--- config.mk ---
export PLATFORM = sky130hd
export DESIGN_NAME = stc_front
export DESIGN_NICKNAME = d
export VERILOG_FILES = /design/src/rtl/stc_pkg.sv /design/src/rtl/stc_front.sv
export SDC_FILE = /design/constraint.sdc
export NUM_CORES = 1
export LEC_CHECK = 0
export ABC_AREA = 1
export BUFFER_PORTS_ARGS = -buffer_cell sky130_fd_sc_hd__buf_2
export CAP_MARGIN = 20
export CORE_MARGIN = 8
export CORE_UTILIZATION = 50
export DETAILED_ROUTE_END_ITERATION = 8
export GPL_ROUTABILITY_DRIVEN = 0
export HOLD_SLACK_MARGIN = 0.06
export PLACE_DENSITY_LB_ADDON = 0.12
export SLEW_MARGIN = 20
export SYNTH_ARGS = -nofsm -noshare
export SYNTH_HDL_FRONTEND = slang
export SYNTH_SLANG_ARGS = --single-unit
--- constraint.sdc ---
create_clock -name clk -period 5.2 [get_ports clk]
set_input_delay 1.04 -clock clk [delete_from_list [all_inputs] [get_ports clk]]
set_output_delay 1.04 -clock clk [all_outputs]
set_load 0.05 [all_outputs]
--- src/rtl/stc_pkg.sv ---
// Shared constants, types and the quarter-wave sine table for the false colour block.
// No dependencies.
`default_nettype none

package stc_pkg;

    localparam logic [1:0] REG_LEVELS = 2'd0;
    localparam logic [1:0] REG_UPPER  = 2'd1;
    localparam logic [1:0] REG_LOWER  = 2'd2;
    localparam logic [1:0] REG_MODE   = 2'd3;

    // Phase scale: 2**PHASE_SHIFT is a full turn of 2*pi
    localparam int          PHASE_SHIFT = 14;
    localparam int          PHASE_W     = 14;
    localparam logic [13:0] PHASE_PI    = 14'd8192;
    localparam logic [13:0] PHASE_HALF  = 14'd4096;

    localparam logic [16:0] TRIG_ONE = 17'd65536;

    typedef enum logic [1:0] {
        KIND_FIX,
        KIND_NEG,
        KIND_POS
    } kind_t;

    function automatic logic [16:0] quarter_sine(input logic [4:0] idx);
        logic [16:0] v;
        unique case (idx)
            5'd0:    v = 17'd0;
            5'd1:    v = 17'd6424;
            5'd2:    v = 17'd12785;
            5'd3:    v = 17'd19024;
            5'd4:    v = 17'd25080;
            5'd5:    v = 17'd30893;
            5'd6:    v = 17'd36410;
            5'd7:    v = 17'd41576;
            5'd8:    v = 17'd46341;
            5'd9:    v = 17'd50660;
            5'd10:   v = 17'd54491;
            5'd11:   v = 17'd57798;
            5'd12:   v = 17'd60547;
            5'd13:   v = 17'd62714;
            5'd14:   v = 17'd64277;
            5'd15:   v = 17'd65220;
            default: v = 17'd65536;
        endcase
        return v;
    endfunction

endpackage

`default_nettype wire

--- src/rtl/stc_front.sv ---
// Front end: limit checks, normalising product and dividend set-up for the level divider.
// Depends on stc_pkg (kind_t).
`default_nettype none

module stc_front #(
    parameter int SW = 32,
    parameter int LW = 9
) (
    input  wire logic                 clk,
    input  wire logic                 rst_n,
    input  wire logic                 en,
    input  wire logic                 in_valid,
    input  wire logic signed [SW-1:0] sample,
    input  wire logic signed [SW-1:0] upper,
    input  wire logic signed [SW-1:0] lower,
    input  wire logic        [LW-1:0] levels,
    output logic                      out_valid,
    output logic        [LW+SW:0]     out_dividend,
    output logic        [SW:0]        out_divisor
);

    localparam int NW = LW + SW + 1;

    logic [SW-1:0]        mag_s;
    logic [SW-1:0]        mag_l;
    stc_pkg::kind_t       kind_next;
    logic [SW:0]          diff_next;
    logic [SW:0]          den_next;
    logic [LW:0]          mid_level;

    logic                 valid1_reg;
    stc_pkg::kind_t       kind1_reg;
    logic [SW:0]          diff1_reg;
    logic [SW:0]          den1_reg;

    logic [NW-1:0]        num_next;
    logic                 valid2_reg;
    stc_pkg::kind_t       kind2_reg;
    logic [NW-1:0]        num2_reg;
    logic [SW:0]          den2_reg;

    logic [NW-1:0]        dividend_next;
    logic                 valid3_reg;
    logic [NW-1:0]        dividend3_reg;
    logic [SW:0]          den3_reg;

    assign mid_level = ((LW+1)'(levels) + (LW+1)'(1)) >> 1;

    // Stage 1: classify. Fixed levels pass through the divider as level / 1.
    always_comb
    begin
        mag_s = sample[SW-1] ? (~sample + 1'b1) : sample;
        mag_l = lower[SW-1] ? (~lower + 1'b1) : lower;
        priority if (sample > upper)
        begin
            kind_next = stc_pkg::KIND_FIX;
            diff_next = (SW+1)'(levels);
            den_next  = (SW+1)'(1);
        end
        else if (sample < lower)
        begin
            kind_next = stc_pkg::KIND_FIX;
            diff_next = '0;
            den_next  = (SW+1)'(1);
        end
        else if (sample == '0)
        begin
            kind_next = stc_pkg::KIND_FIX;
            diff_next = (SW+1)'(mid_level);
            den_next  = (SW+1)'(1);
        end
        else if (sample[SW-1])
        begin
            kind_next = stc_pkg::KIND_NEG;
            diff_next = {1'b0, mag_l - mag_s};
            den_next  = {mag_l, 1'b0};
        end
        else
        begin
            kind_next = stc_pkg::KIND_POS;
            diff_next = {1'b0, upper} + {1'b0, sample};
            den_next  = {upper, 1'b0};
        end
    end

    // Stage 2: scale the distance by the level count; fixed levels pass unscaled
    assign num_next = (kind1_reg == stc_pkg::KIND_FIX) ? NW'(diff1_reg)
                                                        : NW'(levels) * NW'(diff1_reg);

    // Stage 3: round down below the midpoint, up above it
    always_comb
    begin
        unique case (kind2_reg)
            stc_pkg::KIND_NEG: dividend_next = (num2_reg == '0) ? '0 : num2_reg - NW'(1);
            stc_pkg::KIND_POS: dividend_next = num2_reg + NW'(den2_reg) - NW'(1);
            default:           dividend_next = num2_reg;
        endcase
    end

    always_ff @(posedge clk or negedge rst_n)
    begin
        if (!rst_n)
        begin
            valid1_reg <= 1'b0;
            valid2_reg <= 1'b0;
            valid3_reg <= 1'b0;
        end
        else if (en)
        begin
            valid1_reg <= in_valid;
            valid2_reg <= valid1_reg;
            valid3_reg <= valid2_reg;
        end
    end

    always_ff @(posedge clk)
    begin
        if (en)
        begin
            kind1_reg     <= kind_next;
            diff1_reg     <= diff_next;
            den1_reg      <= den_next;
            kind2_reg     <= kind1_reg;
            num2_reg      <= num_next;
            den2_reg      <= den1_reg;
            dividend3_reg <= dividend_next;
            den3_reg      <= den2_reg;
        end
    end

    assign out_valid    = valid3_reg;
    assign out_dividend = dividend3_reg;
    assign out_divisor  = den3_reg;

endmodule

`default_nettype wire

# Word level (Yosys, flattened, before mapping)
# Index checks and enable logic that the tools add are counted.
# word_totals
in_bits,109
reg_bits,223
# op_classes
mux,11
magnitude_cmp,2
n_reduce_logical,5
n_eq_ne,2
multipliers,1
n_addsub,8
bitwise,2
# ops
op,count
two-way mux 32 bit,3
one-hot mux 42 bit (2 select lines),1
"subtractor 42 x 1 -> 42 bit, second input constant",2
two-way mux 33 bit,2
"adder 32 x 1 -> 32 bit, second input constant",2
inverter 32 bit,2
adder 42 x 33 -> 42 bit,1
logical NOT 42 bit,1
multiplier 9 x 33 -> 42 bit,1
two-way mux 42 bit,1
adder 32 x 32 -> 33 bit,1
greater-than comparator 32 bit,1
logical NOT 32 bit,1
less-than comparator 32 bit,1
subtractor 32 bit,1
two-way mux 9 bit,3
"adder 9 x 1 -> 10 bit, second input constant",1
OR reduction 4 bit,1
OR reduction 3 bit,1
"equality test 2 x 1 -> 1 bit, second input constant",1
"equality test 2 bit, second input constant",1
logical NOT 2 bit,1
two-way mux 2 bit,1

# Logic depth before layout (Yosys ltp)
# depth
ltp_word,8
ltp_mapped,24
ltp_nobuf,24

# Worst setup path after synthesis
# No wires, ideal clock.
# synth_path
kind,in2reg
start,in levels[2]
end,"reg num2_reg[36], data pin"
setup_time_ns,0.255
cell_stages,20
arrival_time_ns,5.277
slack_ns,-0.332
n_path_buf,2
path_cell_list,clkbuf_1 -> clkbuf_1 -> nand2_1 -> fa_1 -> inv_1 -> fa_1 -> inv_1 -> fa_1 -> fa_1 -> inv_1 -> ha_1 -> inv_1 -> o21ai_0 -> inv_1 -> o211ai_1 -> nand2_1 -> nand2_1 -> nand2_1 -> a21oi_1 -> nor2_1
# synth_via
elab_chain_cells,1
# synth_rtl
item,line,rtl
"start, declared",stc_front.sv:16,"input wire logic [LW-1:0] levels,"
multiplier 9 x 33 -> 42 bit,stc_front.sv:88,: NW'(levels) * NW'(diff1_reg);
"end signal, assigned",stc_front.sv:124,num2_reg <= num_next;
"end, declared",stc_front.sv:39,logic [NW-1:0] num2_reg;
# No other way between the ends.
# A chain may end at the register's enable or synchronous reset.

# Worst setup path after layout
# layout_path
start,in levels[8]
end,"reg num2_reg[38], data pin"
# The elaborated chain is that of the path after synthesis.

==> flow_metrics.py <==
metrics = {
    "die": {
        "start_util_pct": 50.5,
        "coreArea_sq_um": 64200,
        "dieArea_sq_um": 73200,
        "top_level_ports": 185,
        "die_height_um": 271,
        "rows": 93,
        "die_width_um": 271,
    },
    "synth": {
        "syn_avg_cell_area_sq_um": 6.72,
        "ys_top_cells_by_area": "edfxtp_1 20%, nand2_1 15%, fa_1 14%",
        "synth_adder_area_share_pct": 24.3,
        "synth_cell_types": 45,
        "synth_compound_area_share_pct": 9.23,
        "yosys.area.top_type": "edfxtp_1",
        "ys_warn_count": 0,
        "synthCells": 4820,
        "synth-xor-area-share_pct": 2.81,
        "synth-edff-count": 220,
        "synth_nets": 5426,
        "async_flop_share_pct": 1.35,
        "yosys-mux-area-fraction_pct": 0.0347,
        "yosys.area_share.simple_pct": 29.1,
        "ys.flop_type": "edfxtp_1",
        "ys_ff_latch": 223,
        "yosysSeqAreaShare_pct": 20.6,
        "synth_area_sq_um": 32400,
        "netlist.area_leader.share_pct": 20.4,
        "synth_top_family_by_area": "simple AND/OR/NAND/NOR gates",
    },
    "global_route": {
        "grt_max_degree": 107,
        "grt_pass1_vias": 30600,
        "grt_use_met2_pct": 47.0,
        "grt_first_pass_wirelength_mm": 171,
        "antenna_found_initial": 2,
        "grt.busiest_layer": "met2",
        "met1_usage_pct": 38.6,
        "groute.usage.overall_pct": 29.3,
        "use_met3_pct": 5.03,
        "grt-ovfl-total": 0,
    },
    "timing": {
        "hold_viol": 0,
        "slew_headroom_pct": 34.4,
        "period_share_pct": 96.8,
        "worstMarginPinSlew_ns": 0.973,
        "max_freq_mhz": 199,
        "period_needed_ns": 5.04,
        "setup_violations": 0,
        "drv_slew": 0,
        "finalSetupTns_ns": 0,
        "skew_ns": 0.0477,
    },
    "finish": {
        "drive_gt1_share_pct": 9.80,
        "nNetsFinal": 5709,
        "syn2layout_area_growth_pct": 13.0,
        "fillers": 6386,
        "finalNonFillerCells": 5980,
    },
    "pwr": {
        "cellPowerDensity_nw_per_um2": 684,
        "vdd_drop_max_uv": 680,
        "p_leak_nw": 19.8,
    },
    "worst_setup_path": {
        "worst_ep_required_time_ns": 5.64,
        "end_kind": "flip-flop",
        "worstSetupPathType": "in2reg",
        "arrival_ns": 5.47,
        "cp-start-kind": "input port",
        "worstPathMaxFanout": 11,
    },
    "clock_network": {
        "cts_hold_buf": 0,
        "numCtsBuffers": 27,
        "clock_sinks": 223,
        "clock_latency_ns": 0.59,
        "htree_levels": 1,
        "clk_path_buf_depth": 3,
        "tritoncts": "done",
        "clk_pin_slew_ns": 0.06,
        "cts_root_buf": "clkbuf_16",
    },
    "detailed_routing": {
        "drt-total-wl_mm": 111,
        "ant_nets": 0,
        "firstDrtPassIters": 8,
        "viasPerCell": 5.36,
        "drtIter0Drc": 3044,
        "wl_per_cell_um": 18.6,
        "dr_total_vias": 32100,
        "drc": 0,
    },
    "placed_design": {
        "numPortBuffers": 184,
        "placed_cells": 5918,
        "dpl.hpwl_mm": 93.2,
    },
    "status": {
        "status": "finished, final reports clean",
    },
    "run": {
        "maxCapViolations": 0,
    },
    "worst_hold_path": {
        "hold_path_class": "in2async",
    },
}
where the power goes:
| group | leakage (nW) | switching, W | total, W | internal, W |
|---|---|---|---|---|
| Combinational | 17.2 | 0.0120 | 0.0200 | 0.00794 |
| Sequential | 2.19 | 0.000474 | 0.00321 | 0.00274 |
| Clock | 0.431 | 0.000801 | 0.00188 | 0.00108 |
logic make-up (layout without fill, tap and decap cells):
family,count (synthesis),in the layout
other cells,0,1
xor+xnor,104,104
buf+inv,1185,1489
flops,223,223
fa+ha+maj,497,497
mux,1,1
compound gates,550,550
simple gates,2260,2260
worst paths after layout:
check,startpoint,cells after the start,slack [ns],endpoint
setup / recovery,levels[8],22,0.16,num2_reg[38]
hold / removal,rst_n,1,0.24,out_valid
setup reg to reg,diff1_reg[16],19,0.26,num2_reg[23]
hold reg to reg,den1_reg[28],0,0.38,den2_reg[28]
max in group asynchronous,rst_n,1,4.82,valid2_reg
min in group clk,den1_reg[28],0,0.38,den2_reg[28]
layout make-up:
class / count / area, sq um / share of cell area [%]
inverter: 1056 / 3970 / 10.8
multi-input combinational: 3412 / 21300 / 58.3
clock inverter: 15 / 144 / 0.393
clock buffer: 35 / 746 / 2.04
timing repair buffer: 383 / 2650 / 7.25
tap: 855 / 1070 / 2.92
sequential: 223 / 6680 / 18.2
antenna: 1 / 2.50 / 0.00684
layout by cell type (no fill, tap or decap), types with 15 or more instances in the layout:
master and n:
a21boi_0 21, a21oi_1 233, a31oi_1 25, buf_12 17, buf_2 178, buf_4 182, clkbuf_16 27, edfxtp_1 220
fa_1 221, ha_1 270, inv_1 1051, nand2_1 1301, nand3_1 268, nand3b_1 22, nand4_1 55, nor2_1 499
nor2_4 30, nor3_1 48, o21a_1 15, o21ai_0 193, o21bai_1 19, xnor2_1 17, xor2_1 87
per-layer routing:
metal	vias to the layer above	routed length, um
li1	15500	-
met1	14900	46600
met2	1481	49500
met3	263	9480
met4	2	5890
met5	-	11
what timing repair did:
| item | CTS | global route |
|---|---|---|
| resized for setup | 0 | 30 |
| buffers inserted | 0 | 11 |
| setup endpoints to repair | 0 | 29 |
| hold endpoints to repair | 0 | 0 |
per-stage QoR:
stage	total power (W)	util, %	worst slack [ns]	instance area [sq um]	hold slack [ns]
after floorplan	0.0149	-	-0.0239	32500	0.400
final	0.0250	57.0	0.165	36600	0.238
after detailed placement	0.0224	55.3	-0.494	35500	0.405
after global placement	0.0223	55.3	-0.434	35500	0.400
after CTS	0.0244	56.7	0.0398	36400	0.211
after global routing	0.0274	57.0	-0.00205	36600	0.220
critical path, stage by stage:
cell	delay, ns
buf_2	0.14
buf_4	0.19
buf_4	0.17
buf_4	0.16
nand2_1	0.06
inv_1	0.06
fa_1	0.51
fa_1	0.43
fa_1	0.50
inv_1	0.05
fa_1	0.47
inv_1	0.05
ha_1	0.38
a21oi_1	0.22
buf_4	0.14
o21ai_0	0.11
a21oi_1	0.28
o21a_1	0.17
nand3_1	0.10
nand2_1	0.08
nand2_1	0.04
nor2_1	0.14
cells in the mapped netlist (24+ instances only):
master    count
a21boi_0     24
a21oi_1     240
a31oi_1      26
buf_1        47
clkbuf_1     72
edfxtp_1    220
fa_1        221
ha_1        276
inv_1      1053
nand2_1    1301
nand3_1     268
nand4_1      55
nor2_1      506
nor2_4       30
nor3_1       50
o21ai_0     201
xor2_1       87
No activity file was read; power rests on OpenSTA's default activity.
