## config.mk

```make
export PLATFORM = sky130hd
export DESIGN_NAME = stc_div
export DESIGN_NICKNAME = d
export VERILOG_FILES = /design/src/rtl/stc_div.sv
export SDC_FILE = /design/constraint.sdc
export NUM_CORES = 1
export LEC_CHECK = 0
export ABC_CLOCK_PERIOD_IN_PS = 3800
export BUFFER_PORTS_ARGS = -buffer_cell sky130_fd_sc_hd__buf_2
export CAP_MARGIN = 40
export CORE_ASPECT_RATIO = 0.8
export CORE_UTILIZATION = 50
export CTS_CLUSTER_DIAMETER = 40
export DETAILED_ROUTE_END_ITERATION = 16
export PLACE_DENSITY = 0.69
export SYNTH_ARGS = -nofsm -noshare
export SYNTH_HDL_FRONTEND = slang
export SYNTH_SLANG_ARGS = --single-unit
export TNS_END_PERCENT = 50
```

## constraint.sdc

```tcl
create_clock -name clk -period 3.8 [get_ports clk]
set_clock_uncertainty 0.15 [all_clocks]
set_input_delay 0.38 -clock clk [delete_from_list [all_inputs] [get_ports clk]]
set_output_delay 0.38 -clock clk [all_outputs]
set_load 0.01 [all_outputs]
```

## src/rtl/stc_div.sv

```systemverilog
// Pipelined restoring divider, one quotient bit per stage, lanes share one divisor.
// Uses no package items.
`default_nettype none

module stc_div #(
    parameter int NL = 1,
    parameter int NW = 42,
    parameter int DW = 33,
    parameter int QW = 9
) (
    input  wire logic                   clk,
    input  wire logic                   rst_n,
    input  wire logic                   en,
    input  wire logic                   in_valid,
    input  wire logic [NL-1:0][NW-1:0]  in_dividend,
    input  wire logic [DW-1:0]          in_divisor,
    output logic                        out_valid,
    output logic      [NL-1:0][QW-1:0]  out_quot
);

    localparam int XW = (NW > DW + QW) ? NW : DW + QW;

    logic                  valid_reg [QW];
    logic [NL-1:0][NW-1:0] rem_reg   [QW];
    logic [NL-1:0][QW-1:0] quot_reg  [QW];
    logic [DW-1:0]         den_reg   [QW];

    for (genvar j = 0; j < QW; j++) begin : g_stage
        localparam int B = QW - 1 - j;

        logic                  v_in;
        logic [NL-1:0][NW-1:0] r_in;
        logic [NL-1:0][QW-1:0] q_in;
        logic [DW-1:0]         d_in;
        logic [XW-1:0]         shifted;
        logic [NL-1:0][NW-1:0] rem_next;
        logic [NL-1:0][QW-1:0] quot_next;

        if (j == 0) begin : g_first
            assign v_in = in_valid;
            assign r_in = in_dividend;
            assign q_in = '0;
            assign d_in = in_divisor;
        end else begin : g_rest
            assign v_in = valid_reg[j-1];
            assign r_in = rem_reg[j-1];
            assign q_in = quot_reg[j-1];
            assign d_in = den_reg[j-1];
        end

        assign shifted = XW'(d_in) << B;

        always_comb
        begin
            for (int n = 0; n < NL; n++)
            begin
                // take the bit when the shifted divisor still fits
                if (XW'(r_in[n]) >= shifted)
                begin
                    rem_next[n]  = r_in[n] - NW'(shifted);
                    quot_next[n] = q_in[n] | (QW'(1) << B);
                end
                else
                begin
                    rem_next[n]  = r_in[n];
                    quot_next[n] = q_in[n];
                end
            end
        end

        always_ff @(posedge clk or negedge rst_n)
        begin
            if (!rst_n)
            begin
                valid_reg[j] <= 1'b0;
            end
            else if (en)
            begin
                valid_reg[j] <= v_in;
            end
        end

        always_ff @(posedge clk)
        begin
            if (en)
            begin
                rem_reg[j]  <= rem_next;
                quot_reg[j] <= quot_next;
                den_reg[j]  <= d_in;
            end
        end
    end

    assign out_valid = valid_reg[QW-1];
    assign out_quot  = quot_reg[QW-1];

endmodule

`default_nettype wire

```

* Yosys cells after proc, flatten, opt, wreduce, memory -nomap -nowiden *
Memory sizes are Yosys's and may differ from the RTL's.
Cells that the tools add are included.

storage, ports and cells
  register bits after elaboration = 9
  memory bits (writable) = 756
  input port bits = 79
  output and inout port bits = 10
  logic and storage cells = 50
  memories kept = 3

memory list
  memory    words  width  rd ports  clocked after Yosys merged registers in  wr ports  RTL line  RTL
  rem_reg   9      42     8         0                                        9         24        logic [NL-1:0][NW-1:0] rem_reg [QW];
  den_reg   9      33     8         0                                        9         26        logic [DW-1:0] den_reg [QW];
  quot_reg  9      9      9         0                                        9         25        logic [NL-1:0][QW-1:0] quot_reg [QW];

cells by class
  $add $sub $neg = 9
  magnitude comparators = 9
  muxes and demuxes = 20

operator list
  cell             count
  $mux 42          9
  $ge 42x33->1     1
  $ge 42x34->1     1
  $ge 42x35->1     1
  $ge 42x36->1     1
  $ge 42x37->1     1
  $ge 42x38->1     1
  $ge 42x39->1     1
  $ge 42x40->1     1
  $ge 42x41->1     1
  $sub 42x33->42   1
  $sub 42x34->42   1
  $sub 42x35->42   1
  $sub 42x36->42   1
  $sub 42x37->42   1
  $sub 42x38->42   1
  $sub 42x39->42   1
  $sub 42x40->42   1
  $sub 42x41->42   1
  $mux 9           1
  $mux 8           1
  $mux 7           1
  $mux 6           1
  $mux 5           1
  other kinds (4)  6

* Depth between registers and ports, before layout *
An unclocked memory read counts as a cell.

  depth in word-level cells = 3
  gate-level depth with buffers = 16
  depth with buffers taken out = 14

* Worst setup path after synthesis *
OpenSTA, ideal clock, no wires.

  path kind = flip-flop to flip-flop
  from = memory rem_reg[0][130] in the netlist's numbering
  to = memory rem_reg[0][173] in the netlist's numbering (data pin)
  setup time = 0.260 ns
  data arrival time = 3.154 ns
  required time = 3.390 ns
  setup slack = 0.236 ns
  stages on the path, launching flop included = 14
  buffers on the path = 1
  period minus slack after synthesis = 3.564 ns
  cells stage by stage = edfxtp_1 -> inv_1 -> ha_1 -> inv_1 -> fa_1 -> a21o_1 -> a221oi_1 -> o21ai_0 -> a41o_1 -> o21ai_2 -> o221ai_2 -> a21oi_2 -> buf_2 -> mux2_2

RTL lines
  item             RTL line
  start, declared  24

==> impl_metrics.xml <==
<?xml version="1.0" encoding="UTF-8"?>
<metrics>
  <group name="critical_path">
    <metric name="reg2reg_to" unit="">rem_reg[0][123]</metric>
    <metric name="cp_slowest_cell" unit="">or4b_2</metric>
    <metric name="worst-r2r-cell-count" unit="">10</metric>
    <metric name="critPathMaxFanout" unit="">9</metric>
    <metric name="worstSetupStartpointType" unit="">flip-flop</metric>
    <metric name="critical_path_buf_inv_count" unit="">1</metric>
    <metric name="setup.worst_path.class" unit="">flip-flop to flip-flop</metric>
    <metric name="worstPathCellList" unit="">ha_4 &gt; nand3_2 &gt; or4b_2 &gt; or4_1 &gt; o2111ai_2 &gt; nand2_1 &gt; o21a_1 &gt; buf_4 &gt; a2111oi_4 &gt; xor2_1</metric>
    <metric name="crit_cells" unit="">10</metric>
    <metric name="crit_end" unit="">rem_reg[0][123]</metric>
    <metric name="cpLargestDelayFamily" unit="">simple AND/OR/NAND/NOR gates</metric>
    <metric name="r2r_setup_slack" unit="ns">0.15</metric>
    <metric name="worstSetupStartpoint" unit="">rem_reg[0][73]</metric>
    <metric name="nature_of_the_critical_path_endpoint" unit="">flip-flop</metric>
    <metric name="rr_startpoint" unit="">rem_reg[0][73]</metric>
    <metric name="arrival" unit="ns">3.87</metric>
    <metric name="critical_path_required" unit="ns">4.02</metric>
    <metric name="worst_path_largest_cell_delay" unit="ns">0.66</metric>
  </group>
  <group name="global_routing">
    <metric name="grt_util_all_layers" unit="%">21.72</metric>
    <metric name="grt_first_pass_wirelength" unit="um">139100</metric>
    <metric name="grt_remaining_overflow" unit="">0</metric>
    <metric name="number_of_global_route_vias_before_repair" unit="">27770</metric>
    <metric name="grt_antenna_before_repair" unit="">0</metric>
    <metric name="grt_max_degree" unit="">98</metric>
  </group>
  <group name="sta">
    <metric name="achievable-frequency" unit="GHz">0.2738</metric>
    <metric name="min_period" unit="ns">3.652</metric>
    <metric name="worst_slew_pin_slew" unit="ns">0.6255</metric>
    <metric name="final-setup-viol-count" unit="">0</metric>
    <metric name="share_of_the_clock_period_used_by_the_worst_path_after_layout" unit="%">96.10</metric>
    <metric name="relSlewSlack" unit="%">58.30</metric>
    <metric name="fin_ws" unit="ns">0.1480</metric>
    <metric name="finalHoldViolCount" unit="">0</metric>
    <metric name="report.final.slew_viol_count" unit="">0</metric>
  </group>
  <group name="drt">
    <metric name="dr.first_iter.drc_count" unit="">1958</metric>
    <metric name="ant_nets" unit="">0</metric>
    <metric name="route.final.wire_length" unit="um">87180</metric>
    <metric name="post_drt_via_cell_ratio" unit="">5.472</metric>
    <metric name="post-route-drc-count" unit="">0</metric>
    <metric name="dr_total_vias" unit="">28570</metric>
    <metric name="dr.pass1.iters" unit="">6</metric>
    <metric name="post_drt_wl_per_cell" unit="um">16.69</metric>
  </group>
  <group name="synth">
    <metric name="synthesis.nets" unit="">4209</metric>
    <metric name="yosys.area_share.adder" unit="%">9.814</metric>
    <metric name="synthMuxAreaShare" unit="%">1.330</metric>
    <metric name="synth.largest_area_cell" unit="">edfxtp_1</metric>
    <metric name="gate_count_post_synth" unit="">3825</metric>
    <metric name="yosys.area_share.simple" unit="%">11.54</metric>
    <metric name="number_of_library_cell_types_mapped_by_synthesis" unit="">89</metric>
    <metric name="synth-xor-area-share" unit="%">5.743</metric>
    <metric name="ys_seq_elements" unit="">654</metric>
    <metric name="dominantRegCellSynth" unit="">edfxtp_1</metric>
    <metric name="synth.cells.most_frequent" unit="">edfxtp_1 (645), inv_1 (379), nand2_1 (346)</metric>
    <metric name="yosysTopAreaCellShare" unit="%">49.04</metric>
    <metric name="post-synth-top-count-cell" unit="">edfxtp_1</metric>
    <metric name="synth_compound_area_share" unit="%">17.08</metric>
    <metric name="synth.cell_area" unit="sq um">39500</metric>
    <metric name="fraction_of_registers_with_async_set_or_reset_after_synthesis" unit="%">1.376</metric>
    <metric name="main_combinational_cell_family_by_area_after_synthesis" unit="">compound AO/OA/AOI/OAI gates</metric>
    <metric name="synth_enable_flop_cells" unit="">645</metric>
    <metric name="synth.avg_cell_area" unit="sq um">10.33</metric>
    <metric name="ys.warnings.count" unit="">0</metric>
    <metric name="largest_cells_by_area_after_synthesis" unit="">edfxtp_1 (49%), ha_1 (9.4%), a21oi_1 (4.3%), o21ai_0 (3.8%), inv_1 (3.6%)</metric>
    <metric name="synth.yosys.seq_area_share" unit="%">49.61</metric>
  </group>
  <group name="floorplanning">
    <metric name="die_height" unit="um">253.4</metric>
    <metric name="num_io_pins" unit="">89</metric>
    <metric name="initial_core_util" unit="%">50.87</metric>
    <metric name="rows" unit="">91</metric>
    <metric name="placeableCoreArea" unit="sq um">77650</metric>
    <metric name="design.die.area" unit="sq um">80130</metric>
    <metric name="die-width" unit="um">316.2</metric>
  </group>
  <group name="clock_network">
    <metric name="clk_root_buffer_cell" unit="">clkbuf_16</metric>
    <metric name="cts_max_path_buffers" unit="">3</metric>
    <metric name="cts_inserted_buffers" unit="">92</metric>
    <metric name="tritoncts" unit="">done</metric>
    <metric name="cts_max_level" unit="">3</metric>
    <metric name="numClockSinks" unit="">654</metric>
    <metric name="clk_pin_slew" unit="ns">0.05</metric>
    <metric name="worstSkewPairLatency" unit="ns">0.65</metric>
  </group>
  <group name="placement">
    <metric name="gp_routability_congestion" unit="">0.9151</metric>
    <metric name="dpl.hpwl" unit="um">67020</metric>
    <metric name="pre_cts_ws" unit="ns">-0.1266</metric>
    <metric name="placed_cells_incl_taps" unit="">4969</metric>
    <metric name="buffer_ports.inserted" unit="">88</metric>
  </group>
  <group name="pwr">
    <metric name="net-switching-power" unit="mW">12.21</metric>
    <metric name="comb_pwr_share" unit="%">40.9</metric>
    <metric name="vdd.ir_drop.worst" unit="mV">0.3711</metric>
    <metric name="sw_frac_of_total" unit="%">35.51</metric>
    <metric name="power_density" unit="nW/um^2">742.7</metric>
    <metric name="intPower" unit="mW">22.18</metric>
    <metric name="clock_power_share" unit="%">25.5</metric>
    <metric name="power_leakage" unit="nW">19.02</metric>
    <metric name="power.sequential.fraction" unit="%">33.6</metric>
  </group>
  <group name="run_status">
    <metric name="outcome" unit="">finished clean</metric>
  </group>
  <group name="cells_and_area">
    <metric name="total_area_of_multi_input_combinational_cells" unit="sq um">18120</metric>
    <metric name="antenna_diode_count" unit="">0</metric>
    <metric name="post_layout_nonfiller_instances" unit="">5222</metric>
    <metric name="nNetsFinal" unit="">4507</metric>
    <metric name="ff_latch_area" unit="sq um">19590</metric>
    <metric name="layout.filler_cells" unit="">6513</metric>
    <metric name="area.growth.synth_to_final" unit="%">17.22</metric>
    <metric name="layout_cell_share_with_drive_strength_beyond_1" unit="%">12.12</metric>
    <metric name="largest_register_ff_count" unit="">336</metric>
  </group>
  <group name="worst_hold_path">
    <metric name="min-delay-path-class" unit="">input port to flip-flop</metric>
  </group>
  <group name="flow_run">
    <metric name="max_cap_viol_count" unit="">0</metric>
  </group>
</metrics>
power groups by stage:
stage / clock (mW) / sequential, mW / combinational [mW]
6_report: 8.77 / 11.6 / 14.1
5_1_grt: 9.28 / 11.7 / 15.7
4_1_cts: 8.98 / 11.5 / 13.9
3_5_place_dp: 0 / 11.7 / 13.8
3_3_place_gp: 0 / 11.7 / 13.7
2_1_floorplan: 0 / 11.2 / 10.3
timing repair:
action,4_1_cts,5_1_grt
buffers inserted,0,3
resized for setup,5,16
setup endpoints to repair,13,55
hold endpoints to repair,85,0
hold buffers,78,0
gates cloned,0,2
pin swaps,0,3
cells by family (layout without fill, tap and decap cells):
| family | after synthesis | after routing |
|---|---|---|
| adders and majority gates | 305 | 305 |
| DFF | 654 | 654 |
| AOI/OAI and AO/OA | 1093 | 1093 |
| xor gates and xnor gates | 259 | 259 |
| muxes | 47 | 47 |
| and+or+nand+nor | 968 | 968 |
| buffers and inverters | 499 | 873 |
worst min-delay path by stage:
stage | from | endpoint | slack (ns) | cells after the start
after floorplan | rst_n | g_stage[1].v_in | -0.07 | 0
after global placement | rst_n | out_valid | 0.09 | 1
after detailed placement | rst_n | out_valid | 0.09 | 1
after CTS | en | den_reg[0][198] | 0.02 | 1
after global routing | en | den_reg[0][198] | 0.04 | 1
final | en | den_reg[0][198] | 0.04 | 1
final cells by class:
type / instances / share of cell area (%)
clock buffers: 97 / 5.013
clock inverters: 73 / 1.978
inverters: 380 / 3.081
multi-input cells: 2672 / 39.13
flip-flops and latches: 654 / 42.32
well taps: 1023 / 2.765
repair buffers: 323 / 5.713
layer usage:
| layer | track usage (%) | vias up | part of all wire [%] |
|---|---|---|---|
| met1 | 28.12 | 13150 | 46 |
| met4 | 10.96 | 0 | 5.0 |
| met5 | 0 | - | 0 |
| met3 | 3.014 | 179 | 3.5 |
| li1 | - | 14600 | - |
| met2 | 35.67 | 644 | 46 |
cell usage in the layout, fill, tap and decap left out, types with 26 or more instances in the layout:
master / Yosys / routed
clkbuf_16: 0 / 94
a211oi_1: 43 / 42
o21bai_1: 38 / 38
nand2b_1: 38 / 38
a31oi_1: 37 / 35
buf_2: 21 / 87
o21a_1: 26 / 26
nand3_1: 65 / 64
and3_1: 27 / 27
xnor2_1: 143 / 143
mux2_2: 44 / 44
nand2_1: 346 / 346
nor2_1: 241 / 240
dlygate4sd3_1: 0 / 78
inv_1: 379 / 379
nand4_1: 61 / 61
a21o_1: 128 / 128
ha_1: 297 / 293
o21ai_0: 302 / 301
buf_4: 6 / 139
a21oi_1: 342 / 338
edfxtp_1: 645 / 645
nor2b_1: 31 / 31
xor2_1: 116 / 116
nor3_1: 46 / 46
o211ai_1: 27 / 27
per-stage QoR:
step                      cell area (sq um)  power [mW]  setup TNS [ns]  utilization (%)  hold WS, ns
final                                 46300       34.39               0            59.62      0.03880
after global placement                42100       25.39         -0.5733            54.22      0.08714
after CTS                             46140       34.45               0            59.42      0.01947
after floorplan                       39500       21.48               0                -     -0.06559
after detailed placement              42100       25.45          -1.532            54.22      0.09194
after global routing                  46300       36.70        -0.02188            59.62      0.04277
No activity file was read; power rests on OpenSTA's default activity.
