<file path="src/rtl/stc_pkg.sv">
// Shared constants, types and the quarter-wave sine table for the false colour block.
// No dependencies.
`default_nettype none

package stc_pkg;

    localparam logic [1:0] REG_LEVELS = 2'd0;
    localparam logic [1:0] REG_UPPER  = 2'd1;
    localparam logic [1:0] REG_LOWER  = 2'd2;
    localparam logic [1:0] REG_MODE   = 2'd3;

    // Phase scale: 2**PHASE_SHIFT is a full turn of 2*pi
    localparam int          PHASE_SHIFT = 14;
    localparam int          PHASE_W     = 14;
    localparam logic [13:0] PHASE_PI    = 14'd8192;
    localparam logic [13:0] PHASE_HALF  = 14'd4096;

    localparam logic [16:0] TRIG_ONE = 17'd65536;

    typedef enum logic [1:0] {
        KIND_FIX,
        KIND_NEG,
        KIND_POS
    } kind_t;

    function automatic logic [16:0] quarter_sine(input logic [4:0] idx);
        logic [16:0] v;
        unique case (idx)
            5'd0:    v = 17'd0;
            5'd1:    v = 17'd6424;
            5'd2:    v = 17'd12785;
            5'd3:    v = 17'd19024;
            5'd4:    v = 17'd25080;
            5'd5:    v = 17'd30893;
            5'd6:    v = 17'd36410;
            5'd7:    v = 17'd41576;
            5'd8:    v = 17'd46341;
            5'd9:    v = 17'd50660;
            5'd10:   v = 17'd54491;
            5'd11:   v = 17'd57798;
            5'd12:   v = 17'd60547;
            5'd13:   v = 17'd62714;
            5'd14:   v = 17'd64277;
            5'd15:   v = 17'd65220;
            default: v = 17'd65536;
        endcase
        return v;
    endfunction

endpackage

`default_nettype wire

</file>
<file path="src/rtl/stc_trig.sv">
// Back end: elliptic palette from the sine table, selection against the bilinear ramp.
// Depends on stc_pkg (phase constants, quarter_sine).
`default_nettype none

module stc_trig #(
    parameter int CW  = 16,
    parameter int QW2 = 16
) (
    input  wire logic                  clk,
    input  wire logic                  rst_n,
    input  wire logic                  en,
    input  wire logic                  elliptic,
    input  wire logic                  in_valid,
    input  wire logic [2:0][QW2-1:0]   in_quot,
    output logic                       out_valid,
    output logic      [CW-1:0]         red,
    output logic      [CW-1:0]         green,
    output logic      [CW-1:0]         blue
);

    localparam logic [CW-1:0] CFULL = '1;

    logic [13:0]    phase;
    logic           cneg_next;
    logic [12:0]    sarg_next;
    logic [12:0]    carg_next;

    logic           valid1_reg;
    logic           cneg1_reg;
    logic [12:0]    sarg1_reg;
    logic [12:0]    carg1_reg;
    logic [CW-1:0]  bil_r1_reg;
    logic [CW-1:0]  bil_g1_reg;
    logic [CW-1:0]  bil_b1_reg;

    logic           valid2_reg;
    logic           cneg2_reg;
    logic [16:0]    sin2_reg;
    logic [16:0]    cos2_reg;
    logic [CW-1:0]  bil_r2_reg;
    logic [CW-1:0]  bil_g2_reg;
    logic [CW-1:0]  bil_b2_reg;

    logic [17:0]    q_red;
    logic [17:0]    q_blue;
    logic [17:0]    q_green;
    logic           valid3_reg;
    logic [CW-1:0]  red3_reg;
    logic [CW-1:0]  green3_reg;
    logic [CW-1:0]  blue3_reg;

    // sine over a quarter wave, 4096 is pi/2, interpolated over 256 sub-steps
    function automatic logic [16:0] qsin(input logic [12:0] d);
        logic [16:0] lo_v;
        logic [16:0] hi_v;
        logic [24:0] prod;
        lo_v = stc_pkg::quarter_sine({1'b0, d[11:8]});
        hi_v = stc_pkg::quarter_sine({1'b0, d[11:8]} + 5'd1);
        prod = 25'(hi_v - lo_v) * 25'(d[7:0]) + 25'd128;
        return d[12] ? stc_pkg::TRIG_ONE : lo_v + 17'(prod >> 8);
    endfunction

    // Q17 fraction to channel scale, round half up
    function automatic logic [CW-1:0] to_color(input logic [17:0] q);
        logic [CW+17:0] prod;
        prod = (CW+18)'(q) * (CW+18)'(CFULL) + (CW+18)'(stc_pkg::TRIG_ONE);
        return CW'(prod >> 17);
    endfunction

    // Stage 1: fold the phase into sine and cosine quarter-wave arguments
    always_comb
    begin
        phase     = (in_quot[0] > QW2'(stc_pkg::PHASE_PI)) ? stc_pkg::PHASE_PI
                                                          : in_quot[0][13:0];
        cneg_next = phase > stc_pkg::PHASE_HALF;
        sarg_next = cneg_next ? 13'(stc_pkg::PHASE_PI - phase) : 13'(phase);
        carg_next = cneg_next ? 13'(phase - stc_pkg::PHASE_HALF)
                              : 13'(stc_pkg::PHASE_HALF - phase);
    end

    // Stage 3 operands
    assign q_red   = cneg2_reg ? 18'(stc_pkg::TRIG_ONE) + 18'(cos2_reg)
                               : 18'(stc_pkg::TRIG_ONE) - 18'(cos2_reg);
    assign q_blue  = cneg2_reg ? 18'(stc_pkg::TRIG_ONE) - 18'(cos2_reg)
                               : 18'(stc_pkg::TRIG_ONE) + 18'(cos2_reg);
    assign q_green = {sin2_reg, 1'b0};

    always_ff @(posedge clk or negedge rst_n)
    begin
        if (!rst_n)
        begin
            valid1_reg <= 1'b0;
            valid2_reg <= 1'b0;
            valid3_reg <= 1'b0;
        end
        else if (en)
        begin
            valid1_reg <= in_valid;
            valid2_reg <= valid1_reg;
            valid3_reg <= valid2_reg;
        end
    end

    always_ff @(posedge clk)
    begin
        if (en)
        begin
            cneg1_reg  <= cneg_next;
            sarg1_reg  <= sarg_next;
            carg1_reg  <= carg_next;
            bil_g1_reg <= in_quot[0][CW-1:0];
            bil_r1_reg <= in_quot[1][CW-1:0];
            bil_b1_reg <= in_quot[2][CW-1:0];

            cneg2_reg  <= cneg1_reg;
            sin2_reg   <= qsin(sarg1_reg);
            cos2_reg   <= qsin(carg1_reg);
            bil_r2_reg <= bil_r1_reg;
            bil_g2_reg <= bil_g1_reg;
            bil_b2_reg <= bil_b1_reg;

            red3_reg   <= elliptic ? to_color(q_red)   : bil_r2_reg;
            green3_reg <= elliptic ? to_color(q_green) : bil_g2_reg;
            blue3_reg  <= elliptic ? to_color(q_blue)  : bil_b2_reg;
        end
    end

    assign out_valid = valid3_reg;
    assign red       = red3_reg;
    assign green     = green3_reg;
    assign blue      = blue3_reg;

endmodule

`default_nettype wire

</file>
<file path="config.mk">
export PLATFORM = sky130hd
export DESIGN_NAME = stc_trig
export DESIGN_NICKNAME = d
export VERILOG_FILES = /design/src/rtl/stc_pkg.sv /design/src/rtl/stc_trig.sv
export SDC_FILE = /design/constraint.sdc
export NUM_CORES = 2
export LEC_CHECK = 0
export BUFFER_PORTS_ARGS = -buffer_cell sky130_fd_sc_hd__buf_2
export CAP_MARGIN = 20
export CORE_MARGIN = 4
export CORE_UTILIZATION = 53
export DETAILED_ROUTE_END_ITERATION = 7
export PLACE_DENSITY = 0.77
export SYNTH_ARGS = -nofsm -noshare
export SYNTH_HDL_FRONTEND = slang
export SYNTH_SLANG_ARGS = --single-unit
</file>
<file path="constraint.sdc">
create_clock -name clk -period 12.05 [get_ports clk]
set_input_delay 2.41 -clock clk [delete_from_list [all_inputs] [get_ports clk]]
set_output_delay 2.41 -clock clk [all_outputs]
set_load 0.005 [all_outputs]
</file>
Word-level counts from Yosys, hierarchy flattened
Memories as Yosys holds them, arrays and structs flattened. A register that Yosys moved wholly into a read port is not among the register bits.
Index checks and enable logic that the tools add are counted.
- $add $sub $neg: 16
- $mul: 5
- order comparisons: 2
- muxes and demuxes: 16
- operator list (cell ; count):
    $mux 17 ; 6
    $add 33x17->33 const B ; 3
    $mul 18x16->33 const B ; 2
    $add 25x8->25 const B ; 2
    $mul 18x9->25 ; 2
    $mux 16 ; 3
    $mux 18 ; 2
    $sub 17x17->18 ; 2
    $add 17x17->17 ; 2
    $mul 17x16->32 const B ; 1
    $mux 13 ; 2
    $add 17x17->18 const A ; 1
    $sub 17x17->18 const A ; 1
    $gt 16x14->1 const B ; 1
    $gt 14x13->1 const B ; 1
    $mux 14 ; 1
    $sub 1x13->13 const A ; 1
    $sub 13x13->13 const A ; 1
    $sub 13x13->13 const B ; 1
    $add 4x1->5 const B ; 2
    $mux 4 ; 2
- register bits after elaboration: 209
- bits in read-only memories: 1024
- output and inout port bits: 49
- word-level logic and storage cells: 61
- memories: 4
- memories (memory ; words ; width ; read ports ; clocked after memory_dff ; write ports ; line ; text):
    (name not given) ; 16 ; 16 ; 1 ; 1 ; 0 ; stc_pkg.sv:28 ; unique case (idx)
    (name not given) ; 16 ; 16 ; 1 ; 0 ; 0 ; stc_pkg.sv:28 ;
    (name not given) ; 16 ; 16 ; 1 ; 1 ; 0 ; stc_pkg.sv:28 ;
    (name not given) ; 16 ; 16 ; 1 ; 0 ; 0 ; stc_pkg.sv:28 ;

Longest topological paths before layout
An unclocked memory read counts as a cell.
- word-level depth: 8
- mapped depth: 45
- mapped depth without buffers: 44

Worst setup path after synthesis
Ideal clock, no wire load.
- path type: register -> register
- start point: reg carg1_reg[8]
- end point: reg cos2_reg[15] (data pin)
- setup time: 255 ps
- arrival time: 9493 ps
- data required time: 11795 ps
- setup slack: 2302 ps
- cell stages (with the launch flop): 42
- path buffers: 0
- period minus slack after synthesis: 9748 ps
- cells stage by stage: edfxtp_1 ha_1 ha_1 inv_1 nand2_1 a311o_1 ha_1 fa_1 nor2b_1 o21ai_0 a21boi_0 o21a_1 o21ai_0 and2_1 inv_1 a21oi_1 xnor2_1 nand2_1 (+6 left out) ha_1 nand2_1 or4_1 a21oi_1 o2111ai_1 nand2_1 and2_1 o21ai_0 a21boi_0 o21a_1 nor2_1 xnor2_1 ha_1 or3_1 o211a_1 o31a_1 or3_1 and3b_1
- word-level cells in the longest chain between the ends: 8
- ends and longest elaborated chain (item ; line ; text):
    start: declaration ; stc_trig.sv:31 ; logic [12:0] carg1_reg;
    start signal: assignment ; stc_trig.sv:110 ; carg1_reg <= carg_next;
    $add 4x1->5 * ; stc_trig.sv:58 ; hi_v = stc_pkg::quarter_sine({1'b0, d[11:8]} + 5'd1);
    $mem_v2 16x16 ; -- ;
    $mux 17 * ; stc_pkg.sv:28 ;
    $mux 17 * ; stc_trig.sv:106 ; if (en)
    $sub 17x17->18 * ; stc_trig.sv:59 ; prod = 25'(hi_v - lo_v) * 25'(d[7:0]) + 25'd128;
    $mul 18x9->25 * ; stc_trig.sv:59 ;
    $add 25x8->25 * ; stc_trig.sv:59 ;
    $add 17x17->17 * ; stc_trig.sv:60 ; return d[12] ? stc_pkg::TRIG_ONE : lo_v + 17'(prod >> 8);
    end signal: assignment ; stc_trig.sv:117 ; cos2_reg <= qsin(carg1_reg);
    end: declaration ; stc_trig.sv:39 ; logic [16:0] cos2_reg;
Mark *: on every way between the ends. The rest lies on a longest branch, timed or not. The select of a mux whose other input is x is not followed.
A chain may end at the register's enable or synchronous reset.

Final worst setup path
- start point: reg sarg1_reg[8]
- end point: reg sin2_reg[16] (data pin)
- word-level cells in the longest chain between the ends: 8
- ends and longest elaborated chain (item ; line ; text):
    start: declaration ; stc_trig.sv:30 ; logic [12:0] sarg1_reg;
    start signal: assignment ; stc_trig.sv:109 ; sarg1_reg <= sarg_next;
    $add 4x1->5 * ; stc_trig.sv:58 ;
    $mem_v2 16x16 ; -- ;
    $mux 17 * ; stc_pkg.sv:28 ;
    $mux 17 * ; stc_trig.sv:106 ;
    $sub 17x17->18 * ; stc_trig.sv:59 ;
    $mul 18x9->25 * ; stc_trig.sv:59 ;
    $add 25x8->25 * ; stc_trig.sv:59 ;
    $add 17x17->17 * ; stc_trig.sv:60 ;
    end signal: assignment ; stc_trig.sv:116 ; sin2_reg <= qsin(sarg1_reg);
    end: declaration ; stc_trig.sv:38 ; logic [16:0] sin2_reg;
Marks and branches as above.

==> results.toml <==
[finish]
n_antenna_cell = 0
instances_no_fill = 4952
nNetsFinal = 5192
layout-drive-gt1-share_pct = 5.760
final_design_area_no_fill_mm2 = 0.04200
layout-area-overhead-vs-synth_pct = 6.282

[floorplanning]
fp.coreArea_mm2 = 0.07345
chipWidth_um = 281.1
placementRows = 99
die_height_um = 281.1
die_area_mm2 = 0.07899
initial_standard_cell_utilization_of_the_core_pct = 53.80
ios = 102

[synth]
synth.lib_cells_used.distinct = 92
synth-edff-count = 205
synthesis.instances = 3901
yosys_warnings = 0
syn_avg_cell_area_um2 = 10.13
post-synth-top-count-cell = "sky130_fd_sc_hd__inv_1"
netlist_top_cells_area = "sky130_fd_sc_hd__fa_1 33%, sky130_fd_sc_hd__ha_1 16%, sky130_fd_sc_hd__edfxtp_1 16%, sky130_fd_sc_hd__inv_1 7.9%, sky130_fd_sc_hd__xnor2_1 3.1%"
post_synthesis_net_count = 5122
synth_area_leader_cell = "sky130_fd_sc_hd__fa_1"
synth-main-ff-cell = "sky130_fd_sc_hd__edfxtp_1"
synth.ff_latch_count = 240
synth_common_cells = "833 x sky130_fd_sc_hd__inv_1, 651 x sky130_fd_sc_hd__fa_1, 517 x sky130_fd_sc_hd__ha_1, 275 x sky130_fd_sc_hd__nand2_1, 205 x sky130_fd_sc_hd__edfxtp_1"
ys_seq_area_share_pct = 17.39
mappedNetlistArea_mm2 = 0.03952
top_area_cell_type_share_of_the_netlist_area_pct = 32.98
postSynth.asyncResetShare_pct = 1.250

[detailed_routing]
routedLengthMet1_um = 39530
wl_met3_um = 6381
wl_um = 89860
drcViolationCount = 0
viasPerCell = 5.418
vias = 26830
drt-initial-drc-count = 1961
routedWlPerCell_um = 18.15
dr.pass1.iters = 6
top_sig_layer = "met4"
wire_length_on_met2_um = 41210
detail-route-antenna-nets = 0

[clock_network]
htree_num_levels = 1
post_cts_resize_count = 0
cts_tree = "done"
ctsRootBufferMaster = "sky130_fd_sc_hd__clkbuf_16"
post_cts_hold_buffer_count = 0
cts.clk_slew.worst_paths_ns = 0.07
post_cts_buffers = 0
insertion_delay_ns = 0.59
cts-root-to-sink-buffers = 3
cts.sink_count = 240
tritoncts.num_buffers = 29

[sta]
finClkSkew_ns = 0.02671
timing_worst_slew_pin_value_ns = 0.9673
fmaxAchievable_mhz = 91.92
finalHoldWorstSlack_ns = 0.4170
min_period_over_period_pct = 90.29
min_period_ns = 10.88
grt_setup_unrepaired = "false"
fin_setup_tns_ns = 0
timing.slew.headroom_pct = 34.24
finalSetupViolations = 0
finalMaxSlewViolations = 0
final-hold-violation-count = 0

[placed_design]
global_placement_routability_congestion = 0.9621
place_area_mm2 = 0.04104
placement.io_buffers = 101
dp_cells = 4898
dp_hpwl_um = 76940

[critical_path]
depth_of_the_most_critical_reg_to_reg_path = 41
timing.critical_path.arrival_ns = 11.21
slowest_stage = "sky130_fd_sc_hd__ha_1"
critical_r2r_capture = "sin2_reg[16]"
slowest_delay_ns = 0.71
worstSetupStartpointType = "flop"
worstSetupStartpoint = "sarg1_reg[8]"
worst-r2r-setup-slack_ns = 1.17
worst_ep_required_ns = 12.38
critical_path.max_fanout = 19
timing.setup.critical_path_class = "reg -> reg"
worst_r2r_startpoint = "sarg1_reg[8]"
critPathCaptureType = "flop"

[grt]
grt.overflow.total = 0
grt_pass1_vias = 27820
grt_first_pass_wirelength_um = 146000
grt_antenna_before_repair = 3
maximum_number_of_pins_on_one_net_before_global_route_repair = 90
track_usage_pct = 23.28

[hold_path]
hp-start = "bil_g1_reg[5]"
hold_path_class = "reg -> reg"
hold-path-endpoint = "bil_g2_reg[5]"
worst_hold_path_cell_count = 0

[job]
cap_violations = 0

[run_status]
run_status = "complete, no violations"
[per-layer routing]
metal	vias up	global-route usage, %
li1	12610	-
met1	13280	32.59
met2	802	37.90
met3	138	4.062
met4	0	6.029
met5	-	0
[kinds of logic (layout without fill, tap and decap cells)]
group,count (synthesis),after routing,share of synthesized area [%]
fa+ha+maj,1168,1168,49.35
simple gates,872,872,10.96
flops,240,240,17.39
mux,55,55,1.577
compound gates,443,443,7.308
xor+xnor,213,213,4.756
buf+inv,910,1002,8.666
[area by class of cell]
| class | count | area, um2 |
|---|---|---|
| fillers | 6215 | 31450 |
| clock inverters | 13 | 130.1 |
| clock buffers | 40 | 825.8 |
| well taps | 959 | 1200 |
| flip-flops and latches | 240 | 6872 |
| multi-input cells | 2751 | 29220 |
| inverters | 834 | 3131 |
| repair buffers | 115 | 620.6 |
[layout by cell type, fill, tap and decap left out, drive strengths merged, types with 28 or more instances in the layout]
master	netlist	routed
inv	834	837
fa	651	651
ha	517	517
nand2	275	275
edfxtp	205	205
nor2	177	177
and2	148	148
xnor2	140	140
a21oi	140	140
buf	11	115
o21ai	93	93
xor2	72	72
nor3	48	48
nor2b	42	42
a21o	40	40
nand3	40	40
clkbuf	65	40
nand2b	39	39
mux2	35	35
dfxtp	32	32
a211oi	28	28
[critical path: cells and delay by family (launching register included)]
| kind | cells | cell delay, ns |
|---|---|---|
| and+or+nand+nor | 9 | 1.52 |
| DFF | 1 | 0.56 |
| buffers and inverters | 1 | 0.05 |
| xor gates and xnor gates | 4 | 0.96 |
| adders and majority gates | 10 | 4.50 |
| AOI/OAI and AO/OA | 17 | 3.03 |
[through the flow]
stage / setup WS [ns] / util [%]
finish: 1.171 / 57.18
global placement: 1.595 / 55.87
global route: 0.3312 / 57.18
CTS: 1.297 / 57.17
detailed placement: 1.322 / 55.87
floorplan: 2.302 / -
[worst max-delay path by stage]
stage | endpoint
finish | sin2_reg[16]
detailed placement | sin2_reg[16]
global route | sin2_reg[16]
CTS | sin2_reg[16]
floorplan | cos2_reg[15]
global placement | sin2_reg[16]
Power is left out: the tool's default activity adds up to more than one toggle a clock period on the data nets, which glitch-free logic cannot reach.
